--- src/hw/rtl/ssa_pkg.sv ---
// Shared types, codes and constants of the sample slot allocator.
`timescale 1ns / 1ps
package ssa_pkg;

  localparam int MAX_SLOTS_DEF  = 64;
  localparam int NUM_VOICES_DEF = 24;

  localparam int ADDR_W   = 19;
  localparam int BYTES_W  = 20;
  localparam int RATE_W   = 18;
  localparam int ID_W     = 8;
  localparam int PITCH_W  = 15;
  localparam int VADDR_W  = 16;
  localparam int VOICE_W  = 6;
  localparam int USED_W   = 9;
  localparam int SLOT_W   = ADDR_W + RATE_W;
  localparam int CFG_IDX_W = 1;

  localparam logic [BYTES_W-1:0] BASE_RESET  = 20'h01010;
  localparam logic [BYTES_W-1:0] RAM_RESET   = 20'h80000;
  localparam logic [BYTES_W-1:0] ADDR_SPACE  = 20'h80000;
  localparam logic [PITCH_W-1:0] PITCH_MAX   = 15'd16384;

  // floor(rate * 4096 / 44100) == (rate * PITCH_RECIP) >> PITCH_SHIFT for 18-bit rates
  localparam int PITCH_SHIFT = 34;
  localparam logic [63:0] PITCH_RECIP_64 = ((64'd1 << 46) + 64'd44099) / 64'd44100;
  localparam logic [30:0] PITCH_RECIP = PITCH_RECIP_64[30:0];
  localparam int PROD_W = RATE_W + 31;

  typedef enum logic [1:0] {
    ST_OK       = 2'd0,
    ST_FULL     = 2'd1,
    ST_BAD_SLOT = 2'd2,
    ST_NO_RAM   = 2'd3
  } status_e;

  typedef enum logic {
    OP_ADD  = 1'b0,
    OP_PLAY = 1'b1
  } op_e;

  typedef enum logic [CFG_IDX_W-1:0] {
    CFG_ALLOC_BASE = 1'b0,
    CFG_RAM_BYTES  = 1'b1
  } cfg_idx_e;

  typedef struct packed {
    logic latch;
    logic add;
    logic reject;
    logic read;
    logic mul;
    logic play;
  } cmd_t;

  typedef struct packed {
    logic is_play;
    logic play_ok;
    logic out_free;
  } sts_t;

endpackage

--- src/hw/rtl/ssa_ram.sv ---
// Generic single-write, single-read RAM with registered read data.
`timescale 1ns / 1ps
module ssa_ram #(
  parameter int WIDTH = 8,
  parameter int DEPTH = 16,
  parameter int AW    = (DEPTH > 1) ? $clog2(DEPTH) : 1
) (
  input  logic             clk_i,
  input  logic             we_i,
  input  logic [AW-1:0]    waddr_i,
  input  logic [WIDTH-1:0] wdata_i,
  input  logic             re_i,
  input  logic [AW-1:0]    raddr_i,
  output logic [WIDTH-1:0] rdata_o
);

  logic [WIDTH-1:0] mem_q [DEPTH];
  logic [WIDTH-1:0] rdata_q;

  always_ff @(posedge clk_i) begin
    if (we_i) begin
      mem_q[waddr_i] <= wdata_i;
    end
    if (re_i) begin
      rdata_q <= mem_q[raddr_i];
    end
  end

  assign rdata_o = rdata_q;

endmodule

--- src/hw/rtl/ssa_ctrl.sv ---
// Sequencer for add and play requests.
`timescale 1ns / 1ps
module ssa_ctrl (
  input  logic          clk_i,
  input  logic          rst_ni,
  input  logic          in_valid_i,
  output logic          in_stall_o,
  input  ssa_pkg::sts_t sts_i,
  output ssa_pkg::cmd_t cmd_o
);
  import ssa_pkg::*;

  typedef enum logic [3:0] {
    S_IDLE = 4'b0001,
    S_EXEC = 4'b0010,
    S_READ = 4'b0100,
    S_MUL  = 4'b1000
  } state_e;

  state_e state_q, state_d;

  assign in_stall_o = (state_q != S_IDLE);

  always_comb begin
    state_d = state_q;
    cmd_o   = '0;
    unique case (state_q)
      S_IDLE: begin
        if (in_valid_i) begin
          cmd_o.latch = 1'b1;
          state_d     = S_EXEC;
        end
      end
      S_EXEC: begin
        if (!sts_i.is_play) begin
          if (sts_i.out_free) begin
            cmd_o.add = 1'b1;
            state_d   = S_IDLE;
          end
        end else if (!sts_i.play_ok) begin
          if (sts_i.out_free) begin
            cmd_o.reject = 1'b1;
            state_d      = S_IDLE;
          end
        end else begin
          cmd_o.read = 1'b1;
          state_d    = S_READ;
        end
      end
      S_READ: begin
        cmd_o.mul = 1'b1;
        state_d   = S_MUL;
      end
      S_MUL: begin
        if (sts_i.out_free) begin
          cmd_o.play = 1'b1;
          state_d    = S_IDLE;
        end
      end
      default: state_d = S_IDLE;
    endcase
  end

  always_ff @(posedge clk_i or negedge rst_ni) begin
    if (!rst_ni) begin
      state_q <= S_IDLE;
    end else begin
      state_q <= state_d;
    end
  end

  a_accept_to_exec: assert property (@(posedge clk_i) disable iff (!rst_ni)
    (in_valid_i && !in_stall_o) |=> (state_q == S_EXEC))
    else $error("accepted request did not enter execution");

  a_read_then_mul: assert property (@(posedge clk_i) disable iff (!rst_ni)
    cmd_o.read |=> (cmd_o.mul && $past(sts_i.play_ok)))
    else $error("table read not followed by pitch multiply");

  a_state_onehot: assert property (@(posedge clk_i) disable iff (!rst_ni)
    $onehot(state_q))
    else $error("state register not one-hot");

endmodule

--- src/hw/rtl/ssa_dp.sv ---
// Slot table, pointers, pitch scaling and result register.
`timescale 1ns / 1ps
module ssa_dp #(
  parameter int MAX_SLOTS  = ssa_pkg::MAX_SLOTS_DEF,
  parameter int NUM_VOICES = ssa_pkg::NUM_VOICES_DEF
) (
  input  logic                            clk_i,
  input  logic                            rst_ni,
  input  ssa_pkg::cmd_t                   cmd_i,
  output ssa_pkg::sts_t                   sts_o,
  input  logic                            cfg_we_i,
  input  logic [ssa_pkg::CFG_IDX_W-1:0]   cfg_index_i,
  input  logic [ssa_pkg::BYTES_W-1:0]     cfg_data_i,
  input  logic                            operation_i,
  input  logic [ssa_pkg::BYTES_W-1:0]     sample_bytes_i,
  input  logic [ssa_pkg::RATE_W-1:0]      sample_rate_hz_i,
  input  logic [ssa_pkg::ID_W-1:0]        slot_id_i,
  output logic                            out_valid_o,
  input  logic                            out_stall_i,
  output logic [1:0]                      status_o,
  output logic [7:0]                      new_slot_o,
  output logic [ssa_pkg::ADDR_W-1:0]      load_addr_o,
  output logic [ssa_pkg::BYTES_W-1:0]     load_bytes_o,
  output logic [ssa_pkg::VOICE_W-1:0]     voice_o,
  output logic [ssa_pkg::PITCH_W-1:0]     pitch_o,
  output logic [ssa_pkg::VADDR_W-1:0]     voice_addr_o,
  output logic [ssa_pkg::USED_W-1:0]      slots_used_o
);
  import ssa_pkg::*;

  localparam int CNT_W = $clog2(MAX_SLOTS + 1);
  localparam int IDX_W = (MAX_SLOTS > 1) ? $clog2(MAX_SLOTS) : 1;
  localparam int VP_W  = (NUM_VOICES > 1) ? $clog2(NUM_VOICES) : 1;

  // latched request
  logic                op_q;
  logic [BYTES_W-1:0]  size_q;
  logic [RATE_W-1:0]   rate_q;
  logic [ID_W-1:0]     id_q;

  // allocator state and configuration
  logic [CNT_W-1:0]    cnt_q, cnt_d;
  logic [BYTES_W-1:0]  fp_q, fp_d;
  logic [VP_W-1:0]     vp_q, vp_d;
  logic [ADDR_W-1:0]   base_q, base_d;
  logic [BYTES_W-1:0]  rbytes_q, rbytes_d;

  // result register
  logic                out_valid_q;
  logic [1:0]          status_q, status_d;
  logic [7:0]          new_slot_q, new_slot_d;
  logic [ADDR_W-1:0]   load_addr_q, load_addr_d;
  logic [BYTES_W-1:0]  load_bytes_q, load_bytes_d;
  logic [VOICE_W-1:0]  voice_q, voice_d;
  logic [PITCH_W-1:0]  pitch_q, pitch_d;
  logic [VADDR_W-1:0]  vaddr_q, vaddr_d;
  logic [USED_W-1:0]   used_q, used_d;

  logic [PITCH_W-1:0]  prod_q;

  logic [20:0]         padded;
  logic [21:0]         end_addr;
  logic [BYTES_W-1:0]  limit;
  logic                full, no_ram;
  logic [SLOT_W-1:0]   rd_word;
  logic [RATE_W-1:0]   rd_rate;
  logic [ADDR_W-1:0]   rd_addr;
  logic [PROD_W-1:0]   prod;
  logic                add_ok;

  assign padded   = (21'(size_q) + 21'd63) & ~21'd63;
  assign end_addr = 22'(fp_q) + 22'(padded);
  assign limit    = (rbytes_q > ADDR_SPACE) ? ADDR_SPACE : rbytes_q;
  assign full     = (cnt_q >= CNT_W'(MAX_SLOTS));
  assign no_ram   = (fp_q >= limit) || (end_addr > 22'(limit));
  assign add_ok   = cmd_i.add && !full && !no_ram;

  assign sts_o.is_play  = (op_q == OP_PLAY);
  assign sts_o.play_ok  = (USED_W'(id_q) < USED_W'(cnt_q));
  assign sts_o.out_free = !out_valid_q || !out_stall_i;

  ssa_ram #(
    .WIDTH (SLOT_W),
    .DEPTH (MAX_SLOTS)
  ) u_table (
    .clk_i   (clk_i),
    .we_i    (add_ok),
    .waddr_i (IDX_W'(cnt_q)),
    .wdata_i ({rate_q, fp_q[ADDR_W-1:0]}),
    .re_i    (cmd_i.read),
    .raddr_i (IDX_W'(id_q)),
    .rdata_o (rd_word)
  );

  assign rd_rate = rd_word[SLOT_W-1:ADDR_W];
  assign rd_addr = rd_word[ADDR_W-1:0];
  assign prod    = PROD_W'(rd_rate) * PROD_W'(PITCH_RECIP);

  always_comb begin
    cnt_d    = cnt_q;
    fp_d     = fp_q;
    vp_d     = vp_q;
    base_d   = base_q;
    rbytes_d = rbytes_q;
    if (add_ok) begin
      cnt_d = cnt_q + CNT_W'(1);
      fp_d  = end_addr[BYTES_W-1:0];
    end
    if (cmd_i.play) begin
      vp_d = (vp_q == VP_W'(NUM_VOICES - 1)) ? '0 : vp_q + VP_W'(1);
    end
    if (cfg_we_i) begin
      unique case (cfg_index_i)
        CFG_ALLOC_BASE: begin
          base_d = cfg_data_i[ADDR_W-1:0];
          if (cnt_q == '0) begin
            fp_d = BYTES_W'(cfg_data_i[ADDR_W-1:0]);
          end
        end
        CFG_RAM_BYTES: rbytes_d = cfg_data_i;
        default: ;
      endcase
    end
  end

  always_comb begin
    status_d     = ST_OK;
    new_slot_d   = '0;
    load_addr_d  = '0;
    load_bytes_d = '0;
    voice_d      = '0;
    pitch_d      = '0;
    vaddr_d      = '0;
    used_d       = USED_W'(cnt_q);
    if (cmd_i.add) begin
      if (full) begin
        status_d = ST_FULL;
      end else if (no_ram) begin
        status_d = ST_NO_RAM;
      end else begin
        new_slot_d   = 8'(cnt_q);
        load_addr_d  = fp_q[ADDR_W-1:0];
        load_bytes_d = padded[BYTES_W-1:0];
        used_d       = USED_W'(cnt_q) + USED_W'(1);
      end
    end else if (cmd_i.reject) begin
      status_d = ST_BAD_SLOT;
    end else begin
      voice_d = VOICE_W'(vp_q);
      pitch_d = (prod_q > PITCH_MAX) ? PITCH_MAX : prod_q;
      vaddr_d = rd_addr[ADDR_W-1:3];
    end
  end

  always_ff @(posedge clk_i or negedge rst_ni) begin
    if (!rst_ni) begin
      cnt_q       <= '0;
      fp_q        <= BASE_RESET;
      vp_q        <= '0;
      base_q      <= BASE_RESET[ADDR_W-1:0];
      rbytes_q    <= RAM_RESET;
      out_valid_q <= 1'b0;
    end else begin
      cnt_q    <= cnt_d;
      fp_q     <= fp_d;
      vp_q     <= vp_d;
      base_q   <= base_d;
      rbytes_q <= rbytes_d;
      if (cmd_i.add || cmd_i.reject || cmd_i.play) begin
        out_valid_q <= 1'b1;
      end else if (!out_stall_i) begin
        out_valid_q <= 1'b0;
      end
    end
  end

  always_ff @(posedge clk_i) begin
    if (cmd_i.latch) begin
      op_q   <= operation_i;
      size_q <= sample_bytes_i;
      rate_q <= sample_rate_hz_i;
      id_q   <= slot_id_i;
    end
    if (cmd_i.mul) begin
      prod_q <= prod[PITCH_SHIFT +: PITCH_W];
    end
    if (cmd_i.add || cmd_i.reject || cmd_i.play) begin
      status_q     <= status_d;
      new_slot_q   <= new_slot_d;
      load_addr_q  <= load_addr_d;
      load_bytes_q <= load_bytes_d;
      voice_q      <= voice_d;
      pitch_q      <= pitch_d;
      vaddr_q      <= vaddr_d;
      used_q       <= used_d;
    end
  end

  assign out_valid_o  = out_valid_q;
  assign status_o     = status_q;
  assign new_slot_o   = new_slot_q;
  assign load_addr_o  = load_addr_q;
  assign load_bytes_o = load_bytes_q;
  assign voice_o      = voice_q;
  assign pitch_o      = pitch_q;
  assign voice_addr_o = vaddr_q;
  assign slots_used_o = used_q;

  a_cnt_bound: assert property (@(posedge clk_i) disable iff (!rst_ni)
    cnt_q <= CNT_W'(MAX_SLOTS))
    else $error("slot count above table depth");

  a_voice_bound: assert property (@(posedge clk_i) disable iff (!rst_ni)
    6'(vp_q) < 6'(NUM_VOICES))
    else $error("voice pointer out of range");

  a_reject_holds: assert property (@(posedge clk_i) disable iff (!rst_ni)
    (cmd_i.add && (full || no_ram) && !cfg_we_i) |=> ($stable(cnt_q) && $stable(fp_q)))
    else $error("rejected add changed allocator state");

endmodule

--- src/hw/rtl/sample_slot_allocator_voice_rr_unit.sv ---
// Top level of the sample slot allocator with round-robin voice assignment.
// One request in flight. Add, rejected play: the request is latched on accept and its
// result registered from execute. Valid play first passes the registered table read
// and the registered pitch multiply. A stalled result holds off the next result.
// Async active-low reset clears slot count and voice pointer, sets base to 0x1010 and
// the free pointer to the base; table contents stay undefined, no clearing pass.
`timescale 1ns / 1ps
module sample_slot_allocator_voice_rr_unit #(
  parameter int MAX_SLOTS  = ssa_pkg::MAX_SLOTS_DEF,
  parameter int NUM_VOICES = ssa_pkg::NUM_VOICES_DEF
) (
  input  logic                          clk_i,
  input  logic                          rst_ni,
  input  logic                          cfg_valid_i,
  output logic                          cfg_ready_o,
  input  logic [ssa_pkg::CFG_IDX_W-1:0] cfg_index_i,
  input  logic [ssa_pkg::BYTES_W-1:0]   cfg_data_i,
  input  logic                          in_valid_i,
  output logic                          in_stall_o,
  input  logic                          operation_i,
  input  logic [ssa_pkg::BYTES_W-1:0]   sample_bytes_i,
  input  logic [ssa_pkg::RATE_W-1:0]    sample_rate_hz_i,
  input  logic [ssa_pkg::ID_W-1:0]      slot_id_i,
  output logic                          out_valid_o,
  input  logic                          out_stall_i,
  output logic [1:0]                    status_o,
  output logic [7:0]                    new_slot_o,
  output logic [ssa_pkg::ADDR_W-1:0]    load_addr_o,
  output logic [ssa_pkg::BYTES_W-1:0]   load_bytes_o,
  output logic [ssa_pkg::VOICE_W-1:0]   voice_o,
  output logic [ssa_pkg::PITCH_W-1:0]   pitch_o,
  output logic [ssa_pkg::VADDR_W-1:0]   voice_addr_o,
  output logic [ssa_pkg::USED_W-1:0]    slots_used_o
);
  import ssa_pkg::*;

  cmd_t cmd;
  sts_t sts;

  assign cfg_ready_o = 1'b1;

  ssa_ctrl u_ctrl (
    .clk_i      (clk_i),
    .rst_ni     (rst_ni),
    .in_valid_i (in_valid_i),
    .in_stall_o (in_stall_o),
    .sts_i      (sts),
    .cmd_o      (cmd)
  );

  ssa_dp #(
    .MAX_SLOTS  (MAX_SLOTS),
    .NUM_VOICES (NUM_VOICES)
  ) u_dp (
    .clk_i            (clk_i),
    .rst_ni           (rst_ni),
    .cmd_i            (cmd),
    .sts_o            (sts),
    .cfg_we_i         (cfg_valid_i && cfg_ready_o),
    .cfg_index_i      (cfg_index_i),
    .cfg_data_i       (cfg_data_i),
    .operation_i      (operation_i),
    .sample_bytes_i   (sample_bytes_i),
    .sample_rate_hz_i (sample_rate_hz_i),
    .slot_id_i        (slot_id_i),
    .out_valid_o      (out_valid_o),
    .out_stall_i      (out_stall_i),
    .status_o         (status_o),
    .new_slot_o       (new_slot_o),
    .load_addr_o      (load_addr_o),
    .load_bytes_o     (load_bytes_o),
    .voice_o          (voice_o),
    .pitch_o          (pitch_o),
    .voice_addr_o     (voice_addr_o),
    .slots_used_o     (slots_used_o)
  );

endmodule
--- config.mk ---
export PLATFORM = sky130hd
export DESIGN_NAME = sample_slot_allocator_voice_rr_unit
export DESIGN_NICKNAME = d
export VERILOG_FILES = /design/src/hw/rtl/ssa_pkg.sv /design/src/hw/rtl/ssa_ram.sv /design/src/hw/rtl/ssa_ctrl.sv /design/src/hw/rtl/ssa_dp.sv /design/src/hw/rtl/sample_slot_allocator_voice_rr_unit.sv
export SDC_FILE = /design/constraint.sdc
export NUM_CORES = 2
export LEC_CHECK = 0
export BUFFER_PORTS_ARGS = -buffer_cell sky130_fd_sc_hd__buf_2
export CAP_MARGIN = 30
export CELL_PAD_IN_SITES_DETAIL_PLACEMENT = 1
export CELL_PAD_IN_SITES_GLOBAL_PLACEMENT = 1
export CORE_MARGIN = 2
export CORE_UTILIZATION = 25
export CTS_BUF_LIST = sky130_fd_sc_hd__clkbuf_8 sky130_fd_sc_hd__clkbuf_16
export CTS_CLUSTER_DIAMETER = 120
export DETAILED_ROUTE_END_ITERATION = 10
export HOLD_SLACK_MARGIN = 0.08
export PLACE_DENSITY_LB_ADDON = 0.1
export SETUP_SLACK_MARGIN = 0.4
export SYNTH_ARGS = -nofsm -noshare
export SYNTH_HDL_FRONTEND = slang
export SYNTH_SLANG_ARGS = --single-unit
--- constraint.sdc ---
create_clock -name clk_i -period 13.25 [get_ports clk_i]
set_input_delay 0.6625 -clock clk_i [delete_from_list [all_inputs] [get_ports clk_i]]
set_output_delay 0.6625 -clock clk_i [all_outputs]
set_load 0.02 [all_outputs]
==> flow_summary.ini <==
[floorplanning]
ios = 171
fp.dieW_um = 640
core_area_um2 = 402000
floorplan.rows = 233
start_util = 0.251
die_area_um2 = 409000
die_h_um = 640

[worst_setup_path]
worst_path_largest_cell_delay_ns = 0.71
worstRegToRegCells = 21
worstSetupPathType = reg -> reg
regToRegSetupSlack_ns = 5.97
crit_required_ns = 13.76
crit_path_start_kind = flip-flop
arrival_ns = 7.79
cp_slowest_cell = nand4_2
cpLargestDelayFamily = compound AO/OA/AOI/OAI gates
timing.rr.start = u_dp.size_q[0]
endpoint_kind = flip-flop
crit_path_cell_trace = nor2_1 > a31oi_1 > nor2_1 > ha_1 > fa_1 > a211oi_1 > o21ai_0 > a311o_1 > a21o_1 > a21oi_1 > xnor2_1 > ha_1 > o21a_1 > a211o_1 > a211oi_1 > o21ai_0 > a211oi_4 > buf_4 > nand4_2 > nor2_4 > buf_4
reg2reg_to = u_dp.u_table.mem_q[56][26]
path_buf_inv = 2
crit_fanout = 34

[placed_design]
finalWeightedCongestion = 0.741
postPlaceCellArea_um2 = 110000
portBuffers = 160
hpwl_um = 204000

[routing]
final_antenna_net_count = 0
first_pass_iters = 5
finalWirelength_um = 323000
dr_total_vias = 48444
wl_per_cell_um = 30.0
via_per_inst = 4.49
drc = 0
drtIter0Drc = 4130

[global_route]
grt_start_max_net_pins = 96
grt_util_met1 = 0.222
use_met2 = 0.255
first_global_vias = 52758
grt_pass1_wl_um = 447000
busiest_layer = met2
antenna_found_initial = 49
grt_use_total = 0.157
overflow = 0
globalRouteMet3Util = 0.0239

[yosys]
ys_seq_elements = 2415
synth_ff_type = edfxtp_1
synth_edf_count = 2358
ys_seq_area_frac = 0.715
netlist_instances = 4730
ys_warn_count = 0
synthArstFlopShare = 0.0236
ys_types = 66
synth_area_um2 = 101000
avgSynthCellArea_um2 = 21.3

[clock_tree]
cts_buffer_depth = 4
postCtsResizedCells = 0
cts_max_level = 5
clkTransAtPathRegs_ns = 0.06
cts_tree = done
post_cts.repair.setup_buffers = 0
worstSkewPairLatency_ns = 0.91
cts_root_buf = clkbuf_16
numCtsBuffers = 290
cts.sinks = 2415
ctsHoldBuffers = 70

[sta]
relSlewSlack = 0.291
fin_crit_ns = 7.28
fin_skew_ns = 0.0407
fmax_ghz = 0.137
rsz0062_at_grt = no
setup_viol = 0
finalSetupTns_ns = 0
worst_pin_slew_ns = 1.06
hold_viol = 0
finalCritPeriodShare = 0.549
slew_viol_final = 0

[layout]
fin_nets = 5718
final_cell_area_um2 = 119000
syn2layout_area_growth_pct = 18.3
drive_gt1_frac = 0.287

[power]
powerDensity_nw_per_um2 = 173
p_leak_nw = 42.1
peakVddDrop_mv = 0.106
finalPower_mw = 20.7

[hold_path]
min_from = cfg_valid_i
hold_depth = 4
hold_path_end = u_dp.fp_q[5]
min_path_type = in -> reg

[flow_run]
cap_viol_max_count = 0

[status]
outcome = complete, no violations
-- logic make-up (layout without fill, tap and decap cells) --
logic type	after synthesis	count (layout)	share of synthesized area
buf+inv	506	1231	0.0195
flops	2415	2415	0.715
mux	762	762	0.163
compound gates	196	196	0.0124
other cells	2	38	0.0000744
simple gates	384	384	0.0197
fa+ha+maj	412	412	0.0653
xor+xnor	53	53	0.00460
-- state kept, by name, indices dropped and copies added, names as in the netlist, 15 cells and up --
| signal | cells |
|---|---|
| u_dp.u_table.mem_q | 2176 |
| u_dp.u_table.rdata_o | 34 |
| u_dp.fp_q | 20 |
| u_dp.rbytes_q | 20 |
| u_dp.size_q | 20 |
| u_dp.load_addr_o | 19 |
| u_dp.rate_q | 18 |
| u_dp.voice_addr_o | 16 |
| u_dp.pitch_o | 15 |
| u_dp.prod_q | 15 |
-- final cells by class --
class / count / area, um^2
sequential: 2415 / 72300
timing repair buffer: 398 / 2920
tap: 5287 / 6620
antenna: 26 / 65.1
multi-input combinational: 1819 / 27400
clock inverter: 225 / 1560
fill: 40400 / 283000
inverter: 309 / 1160
clock buffer: 299 / 7480
-- routing by layer --
layer	up-vias	part of all wire
met4	8	0.020
met2	983	0.48
li1	20276	-
met5	-	0.00016
met1	26837	0.46
met3	340	0.043
-- how the worst max path moves through the flow --
| stage | start | to | slack (ns) | cells past startpoint |
|---|---|---|---|---|
| 2_1_floorplan | u_dp.fp_q[6] | u_dp.u_table.mem_q[34][10] | 6.55 | 17 |
| 3_3_place_gp | u_dp.size_q[2] | u_dp.u_table.mem_q[59][4] | 5.85 | 21 |
| 3_5_place_dp | u_dp.size_q[0] | u_dp.u_table.mem_q[41][21] | 5.93 | 21 |
| 4_1_cts | u_dp.size_q[0] | u_dp.u_table.mem_q[59][26] | 5.88 | 21 |
| 5_1_grt | u_dp.size_q[0] | u_dp.u_table.mem_q[58][26] | 5.48 | 21 |
| 6_report | u_dp.size_q[0] | u_dp.u_table.mem_q[56][26] | 5.97 | 21 |
-- stage by stage --
| stage | hold WS, ns | std cells | util | setup WS (ns) |
|---|---|---|---|---|
| 2_1_floorplan | 0.367 | 4740 | - | 6.55 |
| 3_3_place_gp | 0.512 | 10151 | 0.272 | 5.85 |
| 3_5_place_dp | 0.514 | 10156 | 0.272 | 5.93 |
| 4_1_cts | 0.148 | 10750 | 0.297 | 5.88 |
| 5_1_grt | 0.256 | 10756 | 0.297 | 5.48 |
| 6_report | 0.226 | 10778 | 0.297 | 5.97 |
-- worst min-delay path, delay by kind of cell --
kind	cells	cell delay, ns
simple gates	3	0.32
buf+inv	1	0.12
-- report_power, final --
part / leakage [nW] / switching, mW / internal (mW)
Clock: 4.71 / 3.27 / 4.42
Combinational: 12.7 / 2.70 / 1.58
Sequential: 24.6 / 0.0556 / 8.65
Total: 42.1 / 6.02 / 14.6
-- synthesized netlist by cell type (3+ instances only) --
cell type / number / area share
edfxtp_1: 2358 / 0.70
mux4_2: 703 / 0.16
inv_1: 308 / 0.011
ha_1: 220 / 0.027
fa_1: 192 / 0.038
clkbuf_1: 131 / 0.0049
nand2_1: 103 / 0.0038
nor2_1: 97 / 0.0036
and2_1: 78 / 0.0048
dfrtp_1: 53 / 0.013
a21oi_1: 49 / 0.0024
o21ai_0: 45 / 0.0022
buf_1: 42 / 0.0016
xnor2_1: 38 / 0.0033
mux2_2: 33 / 0.0037
nand3_1: 27 / 0.0013
mux2i_1: 26 / 0.0026
a21o_1: 20 / 0.0015
o21ai_1: 15 / 0.00074
xor2_1: 15 / 0.0013
nand4_1: 14 / 0.00087
a211oi_1: 13 / 0.00097
buf_4: 13 / 0.00097
buf_2: 10 / 0.00050
nor3_1: 10 / 0.00050
nor4_1: 10 / 0.00062
and3_1: 8 / 0.00050
o21a_1: 7 / 0.00052
o21bai_1: 7 / 0.00052
a211o_1: 6 / 0.00052
nand4_4: 6 / 0.0013
nor2b_1: 6 / 0.00037
a31oi_1: 5 / 0.00031
dfstp_2: 4 / 0.0010
o211ai_1: 4 / 0.00030
or2_2: 4 / 0.00025
or3_1: 4 / 0.00025
and4_1: 3 / 0.00026
nand2b_1: 3 / 0.00019
nor4b_1: 3 / 0.00026
o31ai_1: 3 / 0.00022
-- placed cells by master (no fill, tap or decap), drive strengths merged, types with 7 or more instances in the layout --
cell type    count
edfxtp        2358
mux4           703
inv            391
buf            328
clkbuf         299
ha             220
fa             192
clkinv         121
nand2          103
nor2            97
and2            78
dlygate4sd3     70
o21ai           60
dfrtp           53
a21oi           49
xnor2           38
mux2            33
nand3           27
diode           26
mux2i           26
nand4           22
a21o            20
bufinv          17
xor2            15
a211oi          14
conb            12
nor4            10
nor3            10
and3             8
o21a             7
o21bai           7
Power figures use the tool's default switching activity.
